`src/sv/wctm_pkg.sv`:
```
// Shared constants, codes and widths for the wall column texture mapper.
package wctm_pkg;

    // Default values for the top-level parameters.
    localparam int FRAC_BITS_DEF  = 16;
    localparam int COORD_BITS_DEF = 12;

    // Fixed field and state widths.
    localparam int FRAC_IN_W   = 16;
    localparam int LINE_H_W    = 16;
    localparam int TEX_COORD_W = 10;
    localparam int OFFSET_W    = 26;
    localparam int STEP_W      = 32;
    localparam int POS_W       = 48;
    localparam int CFG_IDX_W   = 2;
    localparam int CFG_DATA_W  = 16;

    // Largest supported texture size, as log2.
    localparam logic [3:0] TEX_LOG2_MAX = 4'd10;

    // Request codes.
    localparam logic REQ_BEGIN = 1'b0;
    localparam logic REQ_ROW   = 1'b1;

    // Hit side codes.
    localparam logic SIDE_X = 1'b0;
    localparam logic SIDE_Y = 1'b1;

    // Ray direction sign codes.
    localparam logic [1:0] SIGN_NEG = 2'd0;
    localparam logic [1:0] SIGN_POS = 2'd2;

    // Texture identifiers.
    localparam logic [1:0] TEX_EAST  = 2'd0;
    localparam logic [1:0] TEX_WEST  = 2'd1;
    localparam logic [1:0] TEX_SOUTH = 2'd2;
    localparam logic [1:0] TEX_NORTH = 2'd3;

    // Configuration register indexes.
    localparam logic [CFG_IDX_W-1:0] REG_TEX_LOG2    = 2'd0;
    localparam logic [CFG_IDX_W-1:0] REG_ROW_BYTES   = 2'd1;
    localparam logic [CFG_IDX_W-1:0] REG_TEXEL_BYTES = 2'd2;
    localparam logic [CFG_IDX_W-1:0] REG_SCREEN_H    = 2'd3;

    // Configuration reset values.
    localparam logic [3:0]  TEX_LOG2_RST    = 4'd6;
    localparam logic [15:0] ROW_BYTES_RST   = 16'd256;
    localparam logic [3:0]  TEXEL_BYTES_RST = 4'd4;
    localparam logic [11:0] SCREEN_H_RST    = 12'd480;

endpackage

```
`src/sv/wctm_if.sv`:
```
// Valid/ready channel interfaces for requests, results and configuration writes.
interface wctm_req_if #(
    parameter int COORD_BITS = wctm_pkg::COORD_BITS_DEF
);
    import wctm_pkg::*;

    logic                  valid;
    logic                  ready;
    logic                  req_type;
    logic                  hit_side;
    logic [1:0]            dir_x_sign;
    logic [1:0]            dir_y_sign;
    logic [FRAC_IN_W-1:0]  wall_fraction;
    logic [LINE_H_W-1:0]   slice_height;
    logic [COORD_BITS-1:0] span_start;
    logic [COORD_BITS-1:0] span_end;
    logic [COORD_BITS-1:0] screen_column;

    modport source (
        output valid, req_type, hit_side, dir_x_sign, dir_y_sign, wall_fraction,
               slice_height, span_start, span_end, screen_column,
        input  ready
    );
    modport sink (
        input  valid, req_type, hit_side, dir_x_sign, dir_y_sign, wall_fraction,
               slice_height, span_start, span_end, screen_column,
        output ready
    );
endinterface

interface wctm_res_if #(
    parameter int COORD_BITS = wctm_pkg::COORD_BITS_DEF
);
    import wctm_pkg::*;

    logic                   valid;
    logic                   ready;
    logic [1:0]             texture_id;
    logic [TEX_COORD_W-1:0] texel_column;
    logic [TEX_COORD_W-1:0] texel_row;
    logic [COORD_BITS-1:0]  pixel_row;
    logic [COORD_BITS-1:0]  pixel_column;
    logic [OFFSET_W-1:0]    texel_offset;
    logic                   last;

    modport source (
        output valid, texture_id, texel_column, texel_row, pixel_row, pixel_column,
               texel_offset, last,
        input  ready
    );
    modport sink (
        input  valid, texture_id, texel_column, texel_row, pixel_row, pixel_column,
               texel_offset, last,
        output ready
    );
endinterface

interface wctm_cfg_if;
    import wctm_pkg::*;

    logic                  valid;
    logic                  ready;
    logic [CFG_IDX_W-1:0]  index;
    logic [CFG_DATA_W-1:0] data;

    modport source (output valid, index, data, input ready);
    modport sink   (input valid, index, data, output ready);
endinterface

```
`src/sv/wall_column_texture_mapper_unit.sv`:
```
// Wall column texture mapper: per-column setup with a shared divider, then one texel per row.
// A next-row beat yields its result in the output register in the cycle after acceptance.
// A begin-column beat keeps the block busy through its divide, saturate and multiply states:
// one quotient bit per cycle of the shared restoring divider, then a saturate and a multiply step.
// Row beats go in one per cycle when idle and the output register is free or being drained.
// Reset (i_rst_n low, synchronous) restores the register defaults and leaves no column active.
module wall_column_texture_mapper_unit #(
    parameter int FRAC_BITS  = wctm_pkg::FRAC_BITS_DEF,
    parameter int COORD_BITS = wctm_pkg::COORD_BITS_DEF
) (
    input  logic        i_clk,
    input  logic        i_rst_n,
    wctm_req_if.sink    i_req,
    wctm_res_if.source  o_res,
    wctm_cfg_if.sink    i_cfg
);
    import wctm_pkg::*;

    // Dividend is texture size shifted up by the fraction bits.
    localparam int NUM_W  = int'(TEX_LOG2_MAX) + FRAC_BITS + 1;
    localparam int CNT_W  = $clog2(NUM_W + 1);
    localparam int Q_W    = (NUM_W > STEP_W) ? NUM_W : STEP_W;
    localparam int BASE_W = ((COORD_BITS > LINE_H_W) ? COORD_BITS : LINE_H_W) + 2;
    localparam int PROD_W = BASE_W + STEP_W + 1;

    typedef enum logic [1:0] {
        ST_IDLE,
        ST_DIV,
        ST_SAT,
        ST_MUL
    } t_state;

    // Configuration registers.
    logic [3:0]  r_tex_log2;
    logic [15:0] r_row_bytes;
    logic [3:0]  r_texel_bytes;
    logic [11:0] r_screen_h;

    // Column state.
    t_state                   r_state;
    logic                     r_active;
    logic [1:0]               r_texture;
    logic [TEX_COORD_W-1:0]   r_col;
    logic [STEP_W-1:0]        r_step;
    logic [POS_W-1:0]         r_pos;
    logic [COORD_BITS-1:0]    r_row;
    logic [COORD_BITS-1:0]    r_stop;
    logic [COORD_BITS-1:0]    r_held_col;
    logic signed [BASE_W-1:0] r_base;

    // Divider state.
    logic [LINE_H_W-1:0] r_lh;
    logic [LINE_H_W-1:0] r_rem;
    logic [NUM_W-1:0]    r_dq;
    logic [CNT_W-1:0]    r_cnt;

    // Output register.
    logic                   r_out_valid;
    logic [1:0]             r_out_tex;
    logic [TEX_COORD_W-1:0] r_out_col;
    logic [TEX_COORD_W-1:0] r_out_trow;
    logic [COORD_BITS-1:0]  r_out_prow;
    logic [COORD_BITS-1:0]  r_out_pcol;
    logic [OFFSET_W-1:0]    r_out_off;
    logic                   r_out_last;

    logic [3:0]             w_lg;
    logic [TEX_COORD_W-1:0] w_mask;
    logic                   w_ready;
    logic                   w_acc;
    logic                   w_begin;
    logic                   w_row_req;
    logic                   w_row_fire;
    logic [1:0]             w_tex;
    logic                   w_mirror;
    logic [25:0]            w_col_full;
    logic [TEX_COORD_W-1:0] w_col_raw;
    logic [TEX_COORD_W-1:0] w_col;
    logic [LINE_H_W-1:0]    w_lh;
    logic [BASE_W-1:0]      w_base;
    logic [LINE_H_W:0]      w_rem_sh;
    logic                   w_ge;
    logic [LINE_H_W:0]      w_rem_nx;
    logic [Q_W-1:0]         w_quot;
    logic signed [PROD_W-1:0] w_prod;
    logic [TEX_COORD_W-1:0] w_trow;
    logic [COORD_BITS:0]    w_row_inc;
    logic                   w_last;
    logic [OFFSET_W-1:0]    w_off;

    // Configuration writes are always taken.
    assign i_cfg.ready = 1'b1;

    always_ff @(posedge i_clk) begin
        if (!i_rst_n) begin
            r_tex_log2    <= TEX_LOG2_RST;
            r_row_bytes   <= ROW_BYTES_RST;
            r_texel_bytes <= TEXEL_BYTES_RST;
            r_screen_h    <= SCREEN_H_RST;
        end else if (i_cfg.valid) begin
            case (i_cfg.index)
                REG_TEX_LOG2:    r_tex_log2    <= i_cfg.data[3:0];
                REG_ROW_BYTES:   r_row_bytes   <= i_cfg.data[15:0];
                REG_TEXEL_BYTES: r_texel_bytes <= i_cfg.data[3:0];
                REG_SCREEN_H:    r_screen_h    <= i_cfg.data[11:0];
                default: ;
            endcase
        end
    end

    // Texture size clamp and row mask.
    assign w_lg   = (r_tex_log2 > TEX_LOG2_MAX) ? TEX_LOG2_MAX : r_tex_log2;
    assign w_mask = TEX_COORD_W'((11'd1 << w_lg) - 11'd1);

    // Handshake on the request channel.
    assign w_ready     = (r_state == ST_IDLE) && (!r_out_valid || o_res.ready);
    assign i_req.ready = w_ready;
    assign w_acc       = i_req.valid && w_ready;
    assign w_begin     = w_acc && (i_req.req_type == REQ_BEGIN);
    assign w_row_req   = w_acc && (i_req.req_type == REQ_ROW);
    assign w_row_fire  = w_row_req && r_active && (r_row < r_stop);

    // Texture choice and mirrored texture column.
    always_comb begin
        if (i_req.hit_side == SIDE_X) begin
            w_tex    = (i_req.dir_x_sign == SIGN_POS) ? TEX_EAST : TEX_WEST;
            w_mirror = (i_req.dir_x_sign == SIGN_POS);
        end else begin
            w_tex    = (i_req.dir_y_sign == SIGN_POS) ? TEX_SOUTH : TEX_NORTH;
            w_mirror = (i_req.dir_y_sign == SIGN_NEG);
        end
    end

    assign w_col_full = 26'(i_req.wall_fraction) << w_lg;
    assign w_col_raw  = w_col_full[25:16];
    assign w_col      = w_mirror ? (~w_col_raw & w_mask) : w_col_raw;

    // Zero height counts as one; start base may go negative.
    assign w_lh   = (i_req.slice_height == '0) ? LINE_H_W'(1) : i_req.slice_height;
    assign w_base = BASE_W'(i_req.span_start) - BASE_W'(r_screen_h[11:1])
                  + BASE_W'(w_lh[LINE_H_W-1:1]);

    // One restoring division step per cycle.
    assign w_rem_sh = {r_rem, r_dq[NUM_W-1]};
    assign w_ge     = (w_rem_sh >= {1'b0, r_lh});
    assign w_rem_nx = w_ge ? (w_rem_sh - {1'b0, r_lh}) : w_rem_sh;
    assign w_quot   = Q_W'(r_dq);

    // Start position product, kept modulo the position width.
    assign w_prod = r_base * $signed({1'b0, r_step});

    // Row outputs.
    assign w_trow    = r_pos[FRAC_BITS +: TEX_COORD_W] & w_mask;
    assign w_row_inc = {1'b0, r_row} + (COORD_BITS + 1)'(1);
    assign w_last    = (w_row_inc >= {1'b0, r_stop});
    assign w_off     = OFFSET_W'(w_trow) * OFFSET_W'(r_row_bytes)
                     + OFFSET_W'(r_col) * OFFSET_W'(r_texel_bytes);

    // Sequencer, column state and output register.
    always_ff @(posedge i_clk) begin
        if (!i_rst_n) begin
            r_state     <= ST_IDLE;
            r_active    <= 1'b0;
            r_out_valid <= 1'b0;
            r_texture   <= TEX_EAST;
            r_col       <= '0;
            r_step      <= '0;
            r_pos       <= '0;
            r_row       <= '0;
            r_stop      <= '0;
            r_held_col  <= '0;
        end else begin
            // A new texel fills the output register; otherwise a taken beat empties it.
            if (w_row_fire) begin
                r_out_valid <= 1'b1;
            end else if (o_res.ready) begin
                r_out_valid <= 1'b0;
            end
            case (r_state)
                ST_IDLE: begin
                    if (w_begin) begin
                        r_texture  <= w_tex;
                        r_col      <= w_col;
                        r_row      <= i_req.span_start;
                        r_stop     <= i_req.span_end;
                        r_held_col <= i_req.screen_column;
                        r_active   <= (i_req.span_start < i_req.span_end);
                        r_base     <= $signed(w_base);
                        r_lh       <= w_lh;
                        r_rem      <= '0;
                        r_dq       <= NUM_W'(1) << (CNT_W'(w_lg) + CNT_W'(FRAC_BITS));
                        r_cnt      <= CNT_W'(NUM_W);
                        r_state    <= ST_DIV;
                    end else if (w_row_fire) begin
                        r_out_tex   <= r_texture;
                        r_out_col   <= r_col;
                        r_out_trow  <= w_trow;
                        r_out_prow  <= r_row;
                        r_out_pcol  <= r_held_col;
                        r_out_off   <= w_off;
                        r_out_last  <= w_last;
                        r_pos       <= r_pos + POS_W'(r_step);
                        r_row       <= w_row_inc[COORD_BITS-1:0];
                        if (w_last) begin
                            r_active <= 1'b0;
                        end
                    end else if (w_row_req) begin
                        r_active <= 1'b0;
                    end
                end
                ST_DIV: begin
                    r_rem <= w_rem_nx[LINE_H_W-1:0];
                    r_dq  <= {r_dq[NUM_W-2:0], w_ge};
                    r_cnt <= r_cnt - CNT_W'(1);
                    if (r_cnt == CNT_W'(1)) begin
                        r_state <= ST_SAT;
                    end
                end
                ST_SAT: begin
                    // Step saturates at the largest 32-bit value.
                    if (w_quot > Q_W'(33'h0_FFFF_FFFF)) begin
                        r_step <= '1;
                    end else begin
                        r_step <= w_quot[STEP_W-1:0];
                    end
                    r_state <= ST_MUL;
                end
                ST_MUL: begin
                    r_pos   <= w_prod[POS_W-1:0];
                    r_state <= ST_IDLE;
                end
                default: begin
                    r_state <= ST_IDLE;
                end
            endcase
        end
    end

    // Result channel.
    assign o_res.valid        = r_out_valid;
    assign o_res.texture_id   = r_out_tex;
    assign o_res.texel_column = r_out_col;
    assign o_res.texel_row    = r_out_trow;
    assign o_res.pixel_row    = r_out_prow;
    assign o_res.pixel_column = r_out_pcol;
    assign o_res.texel_offset = r_out_off;
    assign o_res.last         = r_out_last;

endmodule

```
`src/flat_wrapper.sv`:
```
// flat-port wrapper written by rule: the top's interface ports become plain ports
module wall_column_texture_mapper_unit_flat import wctm_pkg::*;
#(
    parameter int FRAC_BITS  = wctm_pkg::FRAC_BITS_DEF,
    parameter int COORD_BITS = wctm_pkg::COORD_BITS_DEF
)
  (i_clk, i_rst_n, i_req_valid, i_req_req_type, i_req_hit_side, i_req_dir_x_sign, i_req_dir_y_sign, i_req_wall_fraction, i_req_slice_height, i_req_span_start, i_req_span_end, i_req_screen_column, i_req_ready, o_res_valid, o_res_texture_id, o_res_texel_column, o_res_texel_row, o_res_pixel_row, o_res_pixel_column, o_res_texel_offset, o_res_last, o_res_ready, i_cfg_valid, i_cfg_index, i_cfg_data, i_cfg_ready);
  wctm_req_if #(.COORD_BITS(COORD_BITS)) i_req_i ();
  wctm_res_if #(.COORD_BITS(COORD_BITS)) o_res_i ();
  wctm_cfg_if i_cfg_i ();
  input  logic i_clk;
  input  logic i_rst_n;
  input wire logic [$bits(i_req_i.valid)-1:0] i_req_valid;
  input wire logic [$bits(i_req_i.req_type)-1:0] i_req_req_type;
  input wire logic [$bits(i_req_i.hit_side)-1:0] i_req_hit_side;
  input wire logic [$bits(i_req_i.dir_x_sign)-1:0] i_req_dir_x_sign;
  input wire logic [$bits(i_req_i.dir_y_sign)-1:0] i_req_dir_y_sign;
  input wire logic [$bits(i_req_i.wall_fraction)-1:0] i_req_wall_fraction;
  input wire logic [$bits(i_req_i.slice_height)-1:0] i_req_slice_height;
  input wire logic [$bits(i_req_i.span_start)-1:0] i_req_span_start;
  input wire logic [$bits(i_req_i.span_end)-1:0] i_req_span_end;
  input wire logic [$bits(i_req_i.screen_column)-1:0] i_req_screen_column;
  output wire logic [$bits(i_req_i.ready)-1:0] i_req_ready;
  output wire logic [$bits(o_res_i.valid)-1:0] o_res_valid;
  output wire logic [$bits(o_res_i.texture_id)-1:0] o_res_texture_id;
  output wire logic [$bits(o_res_i.texel_column)-1:0] o_res_texel_column;
  output wire logic [$bits(o_res_i.texel_row)-1:0] o_res_texel_row;
  output wire logic [$bits(o_res_i.pixel_row)-1:0] o_res_pixel_row;
  output wire logic [$bits(o_res_i.pixel_column)-1:0] o_res_pixel_column;
  output wire logic [$bits(o_res_i.texel_offset)-1:0] o_res_texel_offset;
  output wire logic [$bits(o_res_i.last)-1:0] o_res_last;
  input wire logic [$bits(o_res_i.ready)-1:0] o_res_ready;
  input wire logic [$bits(i_cfg_i.valid)-1:0] i_cfg_valid;
  input wire logic [$bits(i_cfg_i.index)-1:0] i_cfg_index;
  input wire logic [$bits(i_cfg_i.data)-1:0] i_cfg_data;
  output wire logic [$bits(i_cfg_i.ready)-1:0] i_cfg_ready;
  assign i_req_i.valid = i_req_valid;
  assign i_req_i.req_type = i_req_req_type;
  assign i_req_i.hit_side = i_req_hit_side;
  assign i_req_i.dir_x_sign = i_req_dir_x_sign;
  assign i_req_i.dir_y_sign = i_req_dir_y_sign;
  assign i_req_i.wall_fraction = i_req_wall_fraction;
  assign i_req_i.slice_height = i_req_slice_height;
  assign i_req_i.span_start = i_req_span_start;
  assign i_req_i.span_end = i_req_span_end;
  assign i_req_i.screen_column = i_req_screen_column;
  assign i_req_ready = i_req_i.ready;
  assign o_res_valid = o_res_i.valid;
  assign o_res_texture_id = o_res_i.texture_id;
  assign o_res_texel_column = o_res_i.texel_column;
  assign o_res_texel_row = o_res_i.texel_row;
  assign o_res_pixel_row = o_res_i.pixel_row;
  assign o_res_pixel_column = o_res_i.pixel_column;
  assign o_res_texel_offset = o_res_i.texel_offset;
  assign o_res_last = o_res_i.last;
  assign o_res_i.ready = o_res_ready;
  assign i_cfg_i.valid = i_cfg_valid;
  assign i_cfg_i.index = i_cfg_index;
  assign i_cfg_i.data = i_cfg_data;
  assign i_cfg_ready = i_cfg_i.ready;
  wall_column_texture_mapper_unit #(.FRAC_BITS(FRAC_BITS), .COORD_BITS(COORD_BITS)) u_core (.i_clk(i_clk), .i_rst_n(i_rst_n), .i_req(i_req_i), .o_res(o_res_i), .i_cfg(i_cfg_i));
endmodule
```
`config.mk`:
```
export PLATFORM = sky130hd
export DESIGN_NAME = wall_column_texture_mapper_unit_flat
export DESIGN_NICKNAME = d
export VERILOG_FILES = /design/src/sv/wctm_pkg.sv /design/src/sv/wctm_if.sv /design/src/sv/wall_column_texture_mapper_unit.sv /design/src/flat_wrapper.sv
export SDC_FILE = /design/constraint.sdc
export NUM_CORES = 2
export LEC_CHECK = 0
export BUFFER_PORTS_ARGS = -buffer_cell sky130_fd_sc_hd__buf_4
export CORE_MARGIN = 4
export CORE_UTILIZATION = 40
export DETAILED_ROUTE_END_ITERATION = 12
export SYNTH_ARGS = -nofsm -noshare
export SYNTH_HDL_FRONTEND = slang
export SYNTH_SLANG_ARGS = --single-unit
```
`constraint.sdc`:
```
create_clock -name i_clk -period 10.61 [get_ports i_clk]
set_input_delay 0.5305 -clock i_clk [delete_from_list [all_inputs] [get_ports i_clk]]
set_output_delay 0.5305 -clock i_clk [all_outputs]
set_load 0.03 [all_outputs]
```
==> impl_metrics.csv <==
group,metric,value,unit
run_status,status,"finished, final reports clean",
logic_synthesis,postSynthAreaPerCell,9.19,um2
detailed_routing,initialDrtViolationCount,1071,
clock_tree,cts.clk_slew.worst_paths,0.06,ns
sta,final_report_hold_violation_count,0,
sta,total_negative_slack_for_setup_checks,0,ns
clock_tree,tritoncts,"yes",
worst_setup_path,worst_setup_path_start_kind,"register",
floorplan,i_o_pin_total,173,
logic_synthesis,asyncSetResetFlopFracSynth,0,%
clock_tree,insertion_delay_to_the_later_sink_of_the_worst_skew_pair,0.55,ns
worst_setup_path,crit-reg2reg-launch,"u_core.r_tex_log2[1]",
layout,multiInputGateArea,21200,um2
sta,timing.final.max_slew_violations,0,
clock_tree,cts-hold-fix-buffers,0,
layout,commonest_non_fill_non_tap_cell_in_the_layout,"sky130_fd_sc_hd__inv_1",
sta,post-route-min-period,8.69,ns
logic_synthesis,synth.area.mux_share,2.24,%
layout,final.fill_count,7692,
clock_tree,htree_levels,2,
sta,max-slew-margin-rel,27.6,%
power_and_ir_drop,total_power_density_per_cell_area,144,nW/um2
clock_tree,cts-buffers-inserted,34,
layout,diodes,0,
logic_synthesis,part_of_the_yosys_area_used_for_sequential_elements,23.7,%
worst_setup_path,worstSetupStartpoint,"u_core.r_tex_log2[1]",
worst_setup_path,crit_path_category,"reg -> reg",
layout,fraction_of_layout_cells_with_a_size_suffix_above_1,8.20,%
sta,clock-skew-final,0.0339,ns
power_and_ir_drop,vdd_ir_drop_max,0.165,mV
logic_synthesis,synth-edff-count,155,
floorplan,fp.coreArea,77600,um2
worst_setup_path,end_kind,"register",
global_routing,grt_pass1_wl,129,mm
detailed_routing,vias,22851,
sta,max_freq,115,MHz
logic_synthesis,yosys.area_share.xor_xnor,4.19,%
placed_design,port-buffer-count,165,
clock_tree,tritoncts_num_sinks,294,
worst_hold_path,worstHoldStart,"i_req_slice_height[14]",
detailed_routing,route.final.wire_length,77.6,mm
job,cap_viol_max_count,0,
logic_synthesis,synth-warning-count,0,
global_routing,initial_antenna_violation_count,1,
layout,final_cell_mix,"sky130_fd_sc_hd__inv_1, sky130_fd_sc_hd__nand2_1, sky130_fd_sc_hd__fa_1",
global_routing,gr-total-overflow,0,
sta,rsz0062_at_grt,"no",
worst_setup_path,critical_path_peak_fanout,17,
logic_synthesis,yosys-top-cells-area,"sky130_fd_sc_hd__fa_1, sky130_fd_sc_hd__edfxtp_1, sky130_fd_sc_hd__ha_1",
placed_design,globalplace.congestion,0.840,
layout,design.final.nets,4233,
power_and_ir_drop,leakagePower,16.5,nW
floorplan,rows,102,
logic_synthesis,synth_top_area_cell,"sky130_fd_sc_hd__fa_1",
floorplan,die_x,288,um
clock_tree,post_cts.repair.setup_buffers,0,
sta,worst_slew_pin_tran,1.08,ns
detailed_routing,drt-vias-per-instance,5.05,
global_routing,grt_pass1_vias,23879,
logic_synthesis,ys_dominant_reg_cell,"sky130_fd_sc_hd__edfxtp_1",
logic_synthesis,yosys.cell_types.count,82,
logic_synthesis,synth-simple-area-share,15.4,%
global_routing,grtUsageTotal,19.3,%
worst_setup_path,critPathRequiredTime,10.90,ns
global_routing,grt_start_max_net_pins,77,
worst_setup_path,cp_data_arrival_time,8.99,ns
floorplan,initial_core_util,40.4,%
layout,area_taken_by_flip_flops_and_latches,7440,um2
logic_synthesis,synth-adder-area-share,36.3,%
logic_synthesis,postSynthCellCount,3412,
floorplan,chipHeight,288,um
clock_tree,max-clock-path-buffers,3,
sta,finalSetupViolCount,0,
logic_synthesis,combinational_family_with_the_most_area_after_synthesis,"adder cells",
placed_design,post-dp-hpwl,59.5,mm
sta,whs,0.213,ns
clock_tree,cts-root-buf,"sky130_fd_sc_hd__clkbuf_16",
detailed_routing,drt-pass1-iter-count,7,
layout,layout-area-overhead-vs-synth,10.2,%
worst_hold_path,hp-class,"in -> reg",
detailed_routing,postRouteAntennaNets,0,
logic_synthesis,area_share_of_the_largest_cell_type_after_synthesis,24.9,%
logic_synthesis,synth-compound-area-share,9.43,%
logic_synthesis,post_synthesis_sequential_element_count,294,
sta,period_share,81.9,%
logic_synthesis,synth_nets,4184,
detailed_routing,wire_per_inst,17.1,um
detailed_routing,detail_route.drc_violations,0,
logic_synthesis,synth_area,31400,um2
clock_tree,post_cts_resize_count,0,
floorplan,die_footprint,83000,um2
[registers in the layout (all words and copies together), names as in the netlist, 11 cells and up]
name,flops
u_core.o_res.texel_offset,26
u_core.r_screen_h,11
u_core.r_row_bytes,16
u_core.r_stop,12
u_core.r_pos,26
u_core.r_step,26
u_core.o_res.pixel_column,12
u_core.o_res.pixel_row,12
u_core.r_held_col,12
u_core.r_row,12
u_core.r_dq,27
u_core.r_rem,16
u_core.r_lh,16
u_core.r_base,18
[routing by layer]
| metal | vias to the layer above | global-route usage, % | part of all wire, % |
|---|---|---|---|
| li1 | 10979 | - | - |
| met1 | 11320 | 25.8 | 44 |
| met2 | 455 | 32.9 | 48 |
| met3 | 97 | 3.13 | 5.4 |
| met4 | 0 | 4.82 | 2.5 |
| met5 | - | 0 | 0 |
[synthesized netlist by cell type (all sizes together) (7+ instances only)]
library cell and number:
and2 174, mux2i 68, and3 25, o31ai 8, nor2 153, or3 14
inv 548, o21a 23, edfxtp 155, nand3 35, xnor2 96, a211oi 36
ha 285, o41ai 9, nor4 10, xor2 54, nand4 7, o211ai 19
o21ai 78, buf 15, o21bai 11, a21oi 150, nor2b 28, clkbuf 163
nand2b 27, nor3 27, fa 390, dfxtp 139, nand2 535, a31oi 17
or2 7, a21o 41
[cells by family after synthesis]
| group | count (synthesis) |
|---|---|
| multiplexers | 70 |
| other | 1 |
| buffers and inverters | 726 |
| flip-flops | 294 |
| adder cells (fa/ha/maj) | 675 |
| XOR/XNOR | 150 |
| AND/OR/NAND/NOR | 1054 |
| AO/OA/AOI/OAI | 442 |
[report_power, final]
group	internal [W]	leakage (nW)	switching, W
Sequential	0.00134	2.58	0.000181
Combinational	0.000912	13.4	0.00134
Clock	0.000702	0.542	0.000500
[path summary, 6_finish.rpt]
kind / end / slack (ns) / cells past startpoint
worst max-delay path: u_core.o_res.texel_offset[25] / 1.92 / 24
worst min-delay path: u_core.r_lh[14] / 0.21 / 1
worst max register to register: u_core.o_res.texel_offset[25] / 1.92 / 24
worst min register to register: u_core.o_res.pixel_column[2] / 0.43 / 0
[metrics by stage]
step	setup WS [ns]	power, W	utilization (%)	instance area (um2)	instances
finish	1.92	0.00498	44.5	34600	4526
global route	1.45	0.00540	44.5	34600	4526
CTS	1.94	0.00504	44.5	34600	4526
detailed placement	1.95	0.00381	43.1	33500	4465
global placement	2.05	0.00377	43.1	33500	4465
floorplan	2.87	0.00318	-	31400	3412
[worst max-delay path, cell delays in order, from the launching register on]
cell and delay, ns:
sky130_fd_sc_hd__dfxtp_1 0.45, sky130_fd_sc_hd__or2_2 0.47, sky130_fd_sc_hd__or3_1 0.53, sky130_fd_sc_hd__ha_1 0.34, sky130_fd_sc_hd__xnor2_1 0.17, sky130_fd_sc_hd__nor2b_2 0.76
sky130_fd_sc_hd__nand2_1 0.20, sky130_fd_sc_hd__fa_1 0.59, sky130_fd_sc_hd__inv_1 0.05, sky130_fd_sc_hd__fa_1 0.45, sky130_fd_sc_hd__fa_1 0.49, sky130_fd_sc_hd__fa_1 0.50
sky130_fd_sc_hd__fa_1 0.50, sky130_fd_sc_hd__inv_1 0.05, sky130_fd_sc_hd__fa_1 0.47, sky130_fd_sc_hd__inv_1 0.04, sky130_fd_sc_hd__ha_1 0.33, sky130_fd_sc_hd__a21o_1 0.20
sky130_fd_sc_hd__a21oi_1 0.35, sky130_fd_sc_hd__o221ai_2 0.24, sky130_fd_sc_hd__o41ai_2 0.46, sky130_fd_sc_hd__o311a_2 0.31, sky130_fd_sc_hd__o2111ai_1 0.15, sky130_fd_sc_hd__a21oi_1 0.23
sky130_fd_sc_hd__xor2_1 0.09
[area by class of cell]
class / instances / share of cell area [%]
repair buffers: 191 / 4.15
multi-input cells: 2392 / 61.4
clock inverters: 15 / 0.463
well taps: 1040 / 3.76
inverters: 548 / 5.96
flip-flops and latches: 294 / 21.5
clock buffers: 46 / 2.74
Power figures use the tool's default switching activity.
